### src/hw/rtl/ffaa_pkg.sv
`timescale 1ns / 1ps
// ----------------------------------------------------------------------------
// ffaa_pkg
// Shared widths, codes and controller/datapath structs for the first-fit
// arena allocator.
// ----------------------------------------------------------------------------
package ffaa_pkg;

   localparam int MAX_BLOCKS_DEF  = 32;
   localparam int OFFSET_BITS_DEF = 20;

   localparam int ACT_W     = 2;
   localparam int HANDLE_W  = 6;
   localparam int LEN_W     = 21;
   localparam int ADDR_W    = 32;
   localparam int STATUS_W  = 2;
   localparam int END_W     = 22;
   localparam int CSR_IDX_W = 1;

   localparam logic [CSR_IDX_W-1:0] CSR_ARENA_BASE = 1'b0;
   localparam logic [CSR_IDX_W-1:0] CSR_ARENA_SIZE = 1'b1;

   localparam logic [LEN_W-1:0] ARENA_SIZE_RST = 21'h100000;

   typedef enum logic [ACT_W-1:0] {
      ACT_ALLOC   = 2'd0,
      ACT_REALLOC = 2'd1,
      ACT_FREE    = 2'd2,
      ACT_DEFRAG  = 2'd3
   } action_type;

   typedef enum logic [STATUS_W-1:0] {
      ST_OK         = 2'd0,
      ST_NO_MEM     = 2'd1,
      ST_BAD_HANDLE = 2'd2,
      ST_TABLE_FULL = 2'd3
   } status_type;

   typedef enum logic [3:0] {
      E_FAIL_FULL,
      E_FAIL_MEM_A,
      E_FAIL_MEM_R,
      E_BAD_R,
      E_BAD_F,
      E_ALLOC_OK,
      E_RESIZE,
      E_MOVE,
      E_FREE,
      E_DEF_MOVE,
      E_DEF_END
   } emit_type;

   typedef enum logic [3:0] {
      S_IDLE,
      S_DISPATCH,
      S_FIND,
      S_CHECK,
      S_FIT,
      S_REMOVE,
      S_INSERT,
      S_DEFRAG,
      S_EMIT
   } ctl_state_type;

   typedef struct packed {
      logic     accept;
      logic     scan_clr;
      logic     step_fit;
      logic     step_def;
      logic     take_slot;
      logic     take_tail;
      logic     take_key;
      logic     do_remove;
      logic     do_insert;
      logic     do_resize;
      logic     def_write;
      logic     emit;
      emit_type emit_code;
   } ctl_cmd_type;

   typedef struct packed {
      logic       taken;
      action_type op;
      logic       full;
      logic       hdl_valid;
      logic       scan_end;
      logic       hdl_match;
      logic       gap_fit;
      logic       tail_fit;
      logic       shrink_ok;
      logic       off_moves;
      logic       out_free;
   } dp_stat_type;

endpackage

### src/hw/rtl/ffaa_ctrl.sv
`timescale 1ns / 1ps
// ----------------------------------------------------------------------------
// ffaa_ctrl
// Sequencer for the allocator: dispatches each request and steps the
// datapath through table scans, shifts and result emission.
// ----------------------------------------------------------------------------
module ffaa_ctrl import ffaa_pkg::*; (
   input  logic        clock,
   input  logic        reset,
   input  dp_stat_type stat,
   output ctl_cmd_type cmd
);

   ctl_state_type state_ff, state_in;
   emit_type      ecode_ff, ecode_in;

   always_ff @(posedge clock) begin
      if (reset) begin
         state_ff <= S_IDLE;
         ecode_ff <= E_DEF_END;
      end else begin
         state_ff <= state_in;
         ecode_ff <= ecode_in;
      end
   end

   // next state
   always_comb begin
      state_in = state_ff;
      ecode_in = ecode_ff;
      unique case (state_ff)
         S_IDLE: begin
            if (stat.taken) state_in = S_DISPATCH;
         end
         S_DISPATCH: begin
            unique case (stat.op)
               ACT_ALLOC: begin
                  if (stat.full) begin
                     ecode_in = E_FAIL_FULL;
                     state_in = S_EMIT;
                  end else begin
                     state_in = S_FIT;
                  end
               end
               ACT_REALLOC: begin
                  if (!stat.hdl_valid) begin
                     ecode_in = E_BAD_R;
                     state_in = S_EMIT;
                  end else begin
                     state_in = S_FIND;
                  end
               end
               ACT_FREE: begin
                  if (!stat.hdl_valid) begin
                     ecode_in = E_BAD_F;
                     state_in = S_EMIT;
                  end else begin
                     state_in = S_FIND;
                  end
               end
               default: state_in = S_DEFRAG;
            endcase
         end
         S_FIND: begin
            if (stat.hdl_match) begin
               state_in = (stat.op == ACT_FREE) ? S_REMOVE : S_CHECK;
            end else if (stat.scan_end) begin
               ecode_in = (stat.op == ACT_FREE) ? E_BAD_F : E_BAD_R;
               state_in = S_EMIT;
            end
         end
         S_CHECK: begin
            if (stat.shrink_ok) begin
               ecode_in = E_RESIZE;
               state_in = S_EMIT;
            end else begin
               state_in = S_FIT;
            end
         end
         S_FIT: begin
            if ((stat.scan_end && stat.tail_fit) || (!stat.scan_end && stat.gap_fit)) begin
               state_in = (stat.op == ACT_ALLOC) ? S_INSERT : S_REMOVE;
            end else if (stat.scan_end) begin
               ecode_in = (stat.op == ACT_ALLOC) ? E_FAIL_MEM_A : E_FAIL_MEM_R;
               state_in = S_EMIT;
            end
         end
         S_REMOVE: begin
            if (stat.op == ACT_FREE) begin
               ecode_in = E_FREE;
               state_in = S_EMIT;
            end else begin
               state_in = S_INSERT;
            end
         end
         S_INSERT: begin
            ecode_in = (stat.op == ACT_ALLOC) ? E_ALLOC_OK : E_MOVE;
            state_in = S_EMIT;
         end
         S_DEFRAG: begin
            if (stat.scan_end) begin
               ecode_in = E_DEF_END;
               state_in = S_EMIT;
            end
         end
         S_EMIT: begin
            if (stat.out_free) state_in = S_IDLE;
         end
         default: state_in = S_IDLE;
      endcase
   end

   // outputs
   always_comb begin
      cmd           = '0;
      cmd.emit_code = ecode_ff;
      unique case (state_ff)
         S_IDLE: begin
            cmd.accept = 1'b1;
         end
         S_DISPATCH: begin
         end
         S_FIND: begin
            if (stat.hdl_match)      cmd.take_key = 1'b1;
            else if (!stat.scan_end) cmd.step_fit = 1'b1;
         end
         S_CHECK: begin
            if (stat.shrink_ok) cmd.do_resize = 1'b1;
            else                cmd.scan_clr  = 1'b1;
         end
         S_FIT: begin
            if (stat.scan_end)     cmd.take_tail = 1'b1;
            else if (stat.gap_fit) cmd.take_slot = 1'b1;
            else                   cmd.step_fit  = 1'b1;
         end
         S_REMOVE: begin
            cmd.do_remove = 1'b1;
         end
         S_INSERT: begin
            cmd.do_insert = 1'b1;
         end
         S_DEFRAG: begin
            if (!stat.scan_end) begin
               if (!stat.off_moves) begin
                  cmd.step_def = 1'b1;
               end else if (stat.out_free) begin
                  // report the move and pack the entry down
                  cmd.emit      = 1'b1;
                  cmd.emit_code = E_DEF_MOVE;
                  cmd.def_write = 1'b1;
                  cmd.step_def  = 1'b1;
               end
            end
         end
         S_EMIT: begin
            cmd.emit = stat.out_free;
         end
         default: begin
         end
      endcase
   end

endmodule

### config.mk
export PLATFORM = sky130hd
export DESIGN_NAME = ffaa_ctrl
export DESIGN_NICKNAME = d
export VERILOG_FILES = /design/src/hw/rtl/ffaa_pkg.sv /design/src/hw/rtl/ffaa_ctrl.sv
export SDC_FILE = /design/constraint.sdc
export NUM_CORES = 1
export LEC_CHECK = 0
export BUFFER_PORTS_ARGS = -buffer_cell sky130_fd_sc_hd__buf_2
export CORE_AREA = 3 3 50 52
export DETAILED_ROUTE_END_ITERATION = 12
export DIE_AREA = 0 0 53 55
export PLACE_DENSITY = 0.69
export SLEW_MARGIN = 20
export SYNTH_ARGS = -nofsm -noshare
export SYNTH_HDL_FRONTEND = slang
export SYNTH_SLANG_ARGS = --single-unit
export TNS_END_PERCENT = 30
### constraint.sdc
create_clock -name clock -period 2.27 [get_ports clock]
set_input_delay 0.454 -clock clock [delete_from_list [all_inputs] [get_ports clock]]
set_output_delay 0.454 -clock clock [all_outputs]
set_load 0.01 [all_outputs]
### Word-level counts from Yosys, hierarchy flattened

Index checks and enable logic that the tools add are counted.

| cells by class | value |
|---|---|
| muxes and demuxes | 56 |
| reductions and logical operators | 10 |
| equal/unequal tests | 23 |

Operators by type and width:

| cell | number |
|---|---|
| $mux W4 | 20 |
| $pmux W4 S9 | 1 |
| $pmux W4 S7 | 1 |
| $mux W1 | 21 |
| $mux W6 | 3 |
| $ne A2 B2 Y1 const B | 9 |
| $eq A4 B3 Y1 const B | 4 |
| $pmux W4 S3 | 1 |
| $reduce_and A12 Y1 | 1 |
| $ne A3 B3 Y1 const B | 3 |
| $eq A4 B2 Y1 const B | 2 |
| $mux W2 | 4 |
| $pmux W4 S2 | 1 |
| $reduce_bool A7 Y1 | 1 |
| $mux W3 | 2 |
| $eq A4 B1 Y1 const B | 1 |
| $eq A4 B4 Y1 const B | 1 |
| $logic_not A4 Y1 | 1 |
| $ne A4 B3 Y1 const B | 1 |
| $pmux W1 S2 | 2 |
| $eq A2 B1 Y1 const B | 1 |
| $eq A2 B2 Y1 const B | 1 |
| $logic_and A1 B1 Y1 | 2 |
| $logic_not A2 Y1 | 1 |
| other kinds (4) | 4 |

| storage, ports and cells | value |
|---|---|
| logic and storage cells | 91 |
| flip-flop bits (word level) | 8 |
| output and inout port bits | 16 |

### Logic depth before layout (Yosys ltp)

| depth | value |
|---|---|
| depth in word-level cells | 5 |
| mapped depth | 7 |

### Least setup slack after synthesis

Ideal clock, no wire load.

| timing | value |
|---|---|
| path kind | flip-flop to output port |
| start point | reg state_ff[2] |
| end point | out cmd[0] in the netlist's numbering |
| data arrival time | 1615 ps |
| path buffers | 1 |
| data required time | 1816 ps |
| setup slack | 201 ps |
| stages on the path, launching flop included | 6 |
| path through | dfxtp_1 -> or2b_1 -> buf_2 -> or3_1 -> nor2_1 -> or2_1 |

RTL lines:

| element | RTL line | text |
|---|---|---|
| from (decl) | ffaa_ctrl.sv:14 | `ctl_state_type state_ff, state_in;` |
| from (signal assigned) | ffaa_ctrl.sv:22 | `state_ff <= state_in;` |
| to (decl) | ffaa_ctrl.sv:11 | `output ctl_cmd_type cmd` |

==> results summary <==
The Yosys warning count came out at 0. The synthesized netlist devotes about 22% of its cell area to compound gates. The proportion of layout cells with a drive suffix above 1 is 33.1%. The number of global-route vias before repair came to 866. The H-tree level count is 1. The peak fanout along the critical path is 7.

The cell area after synthesis came out at slightly above 900 um^2. The TritonCTS buffer count is 3. In the final routed layout, each cell accounts on average for 12.9 um.

The count of final max-slew check failures is 0. TritonCTS built the clock tree. The share of cell area taken by muxes after synthesis came out at 7.15%. The post-CTS repair timing setup buffer count is 0. The power per standard cell area is 632 mW/mm^2. The clock period minus worst slack came out at 2200 ps. Yosys mapped the design onto 48 distinct sky130hd cell types. The clock network accounts for approximately 15% of the total power. The worst endpoint required time came out at between 1500 and 2000 ps. The number of max-cap violations is 0. The number of vias per cell is 5.46. The maximum number of pins on one net before global-route repair is 13.

The height of the chip is 55 um. The wire length of the first global-routing pass came out at ~3800 um. Static timing analysis puts the maximum clock frequency at around 0.45 GHz.

The synthesized netlist devotes between 5 and 6% of its cell area to adder and majority cells. The number of hold-slack violations in the final timing report came out at 0. The average instance area after synthesis is 7.30 um^2.

The TritonCTS sink count is 8. The maximum clock skew at final layout came out at 6.44 ps. The total number of nets in the final design came out at 177. In this run, synthesis inferred 0 flip-flops with an integrated enable. The cell leakage power is 0.000559 uW. The final clock period utilization by the worst path is 96.9%.

The switching power total is 293 uW. The worst setup path is launched from a flip-flop. The most common library cell in the layout ignoring fill and taps is buf_2. The main combinational cell family by area after synthesis is simple AND/OR/NAND/NOR gates. Pin placement for this block handled 30 I/O pins. The signed area change from the synthesized netlist to the final layout came out at 25.0%.

The detailed-placement wirelength estimate came out at 1930 um. The detailed-router iteration count before antenna repair came out at 4. The final count of negative-setup-slack endpoints is 0.

After clock tree synthesis, the clock-pin slew on the worst setup and hold paths is 60 ps. For this run, design rule violations remaining after detail routing come to 0. The clock network latency to the later pin of the worst-skew pair came out at around 260 ps.

The core region is about 0.0021 mm^2. The final route contains around 1000 vias. The worst slew margin relative to its limit came out at 76.8%. The transition time at the pin with the least slew margin is about 350 ps.

The area of the die came out at slightly below 0.003 mm^2. The initial core utilization came out at 43.2%. After Yosys synthesis, XOR and XNOR cells account for 0.945% of the synthesized area. The count of inserted antenna diode cells is 0.

The worst path arrival time is around 1700 ps. The DRC marker count from the first detailed-route iteration came out at 27. At the end of routability-driven placement, the weighted congestion stood at 0.853. The combinational share of power came out at 55.3%. The post-synthesis share of cell area spent on and, or, nand and nor gates came out at 36.4%. Fill cells in the final layout number ~220. The path type of the worst min-delay path is reg -> reg.

The sequential power share came out at between 20% and 30%. The count of buffers added on input and output ports is 29. Internal power comes to 439 uW. Setup repair after global routing left no endpoint under its margin. The worst setup path is captured at an output pin.

The die span in x is 53 um. The final antenna-violating net count is 0. The setup path with the least slack is of type reg -> out.

Measured on the finished design, the core utilization comes to 53.9%. Among all flip-flop cells after synthesis, the most frequent one is dfxtp_1. The placement row count came out at 17.

The number of antenna violations at the first check in global routing came out at 0. The number of synthesized register bits is 8. The aggregate global routing overflow came out at 0. The share of synthesized registers carrying an async set or reset came out at 0%.

In this run the deepest clock path goes through 2 buffers. The final total negative setup slack is 0 ps. The flow ran to the end, and the final reports show no timing, DRC or antenna violations. The post-synthesis cell count came out at 127. The overall track demand over capacity in global routing came out at 17.4%. The number of nets produced by synthesis is roughly 150. The master cell of the clock root buffer is clkbuf_4.

The largest vdd supply drop came out at about 280 uV. The switching fraction of total power came out at 40.0%. The total wire length after detailed routing is 2380 um. The top cell types in the final layout, fill and taps aside, are buf_2, nor2_1, inv_1.

The register area share after synthesis came out at 17.3%.
[worst paths after layout]
check / cells after the start / startpoint / to / slack [ps]
setup / recovery: 5 / state_ff[3] / cmd[13] / 70
hold / removal: 2 / ecode_ff[0] / ecode_ff[0] / 490
setup reg to reg: 5 / state_ff[3] / ecode_ff[2] / 340
hold reg to reg: 2 / ecode_ff[0] / ecode_ff[0] / 490
[metrics by stage]
step	std cells	total power, uW	area (um^2)	setup slack (ps)	hold slack (ps)
after CTS	185	726	1150	31.4	501
after detailed placement	182	610	1120	137	491
after floorplan	127	493	927	201	447
final	185	732	1160	71.1	489
after global placement	182	605	1120	191	464
after global routing	185	783	1160	16.1	518
[cell type report]
| class | count | area [um^2] | area share [%] |
|---|---|---|---|
| timing repair buffer | 38 | 213 | 18.4 |
| multi-input combinational | 97 | 683 | 59.0 |
| tap | 28 | 35.0 | 3.02 |
| clock buffer | 3 | 22.5 | 1.94 |
| inverter | 11 | 41.3 | 3.56 |
| sequential | 8 | 164 | 14.1 |
[power groups by stage]
stage / clock network (uW) / registers, uW / logic (uW)
floorplan: 0 / 187 / 306
global placement: 0 / 212 / 392
detailed placement: 0 / 213 / 397
CTS: 115 / 210 / 401
global route: 118 / 221 / 444
finish: 113 / 215 / 405
[layer usage]
metal	wire (um)	vias up	share of wire, %	track usage (%)
met5	0	-	0	0
met4	14	0	0.59	6.81
met3	126	2	5.3	1.61
met2	1170	32	49	31.2
met1	1070	473	45	21.6
li1	-	504	-	-
[registers in the layout, summed over array words and instances (netlist names)]
name / count
ecode_ff: 4
state_ff: 4
[cells in the mapped netlist, types with 3 or more instances]
master / n / area share [%]
nor2b_1: 7 / 4.7
nand2b_1: 3 / 2.0
nor3_1: 8 / 4.3
nand2_1: 5 / 2.0
a21oi_1: 10 / 5.4
ha_1: 4 / 5.4
buf_2: 4 / 2.2
mux2i_1: 4 / 4.3
nor3b_1: 4 / 3.2
nor2_1: 15 / 6.1
clkbuf_1: 4 / 1.6
dfxtp_1: 8 / 17
inv_1: 11 / 4.5
[repair_timing]
action	in CTS	in global routing
hold buffers	0	0
resized for setup	2	5
endpoints found under the hold margin	0	0
gates cloned	0	0
setup endpoints to repair	4	6
[cell families after synthesis]
group,after synthesis
buffers and inverters,22
and+or+nand+nor,57
muxes,6
DFF,8
xor gates and xnor gates,1
adders and majority gates,4
AOI/OAI and AO/OA,29
[critical path: stages, from the launching register on]
cell and delay (ps):
dfxtp_2 350, buf_4 160, or4b_4 560, o22a_1 210
nor2_1 70, buf_2 130
Power figures use the tool's default switching activity.
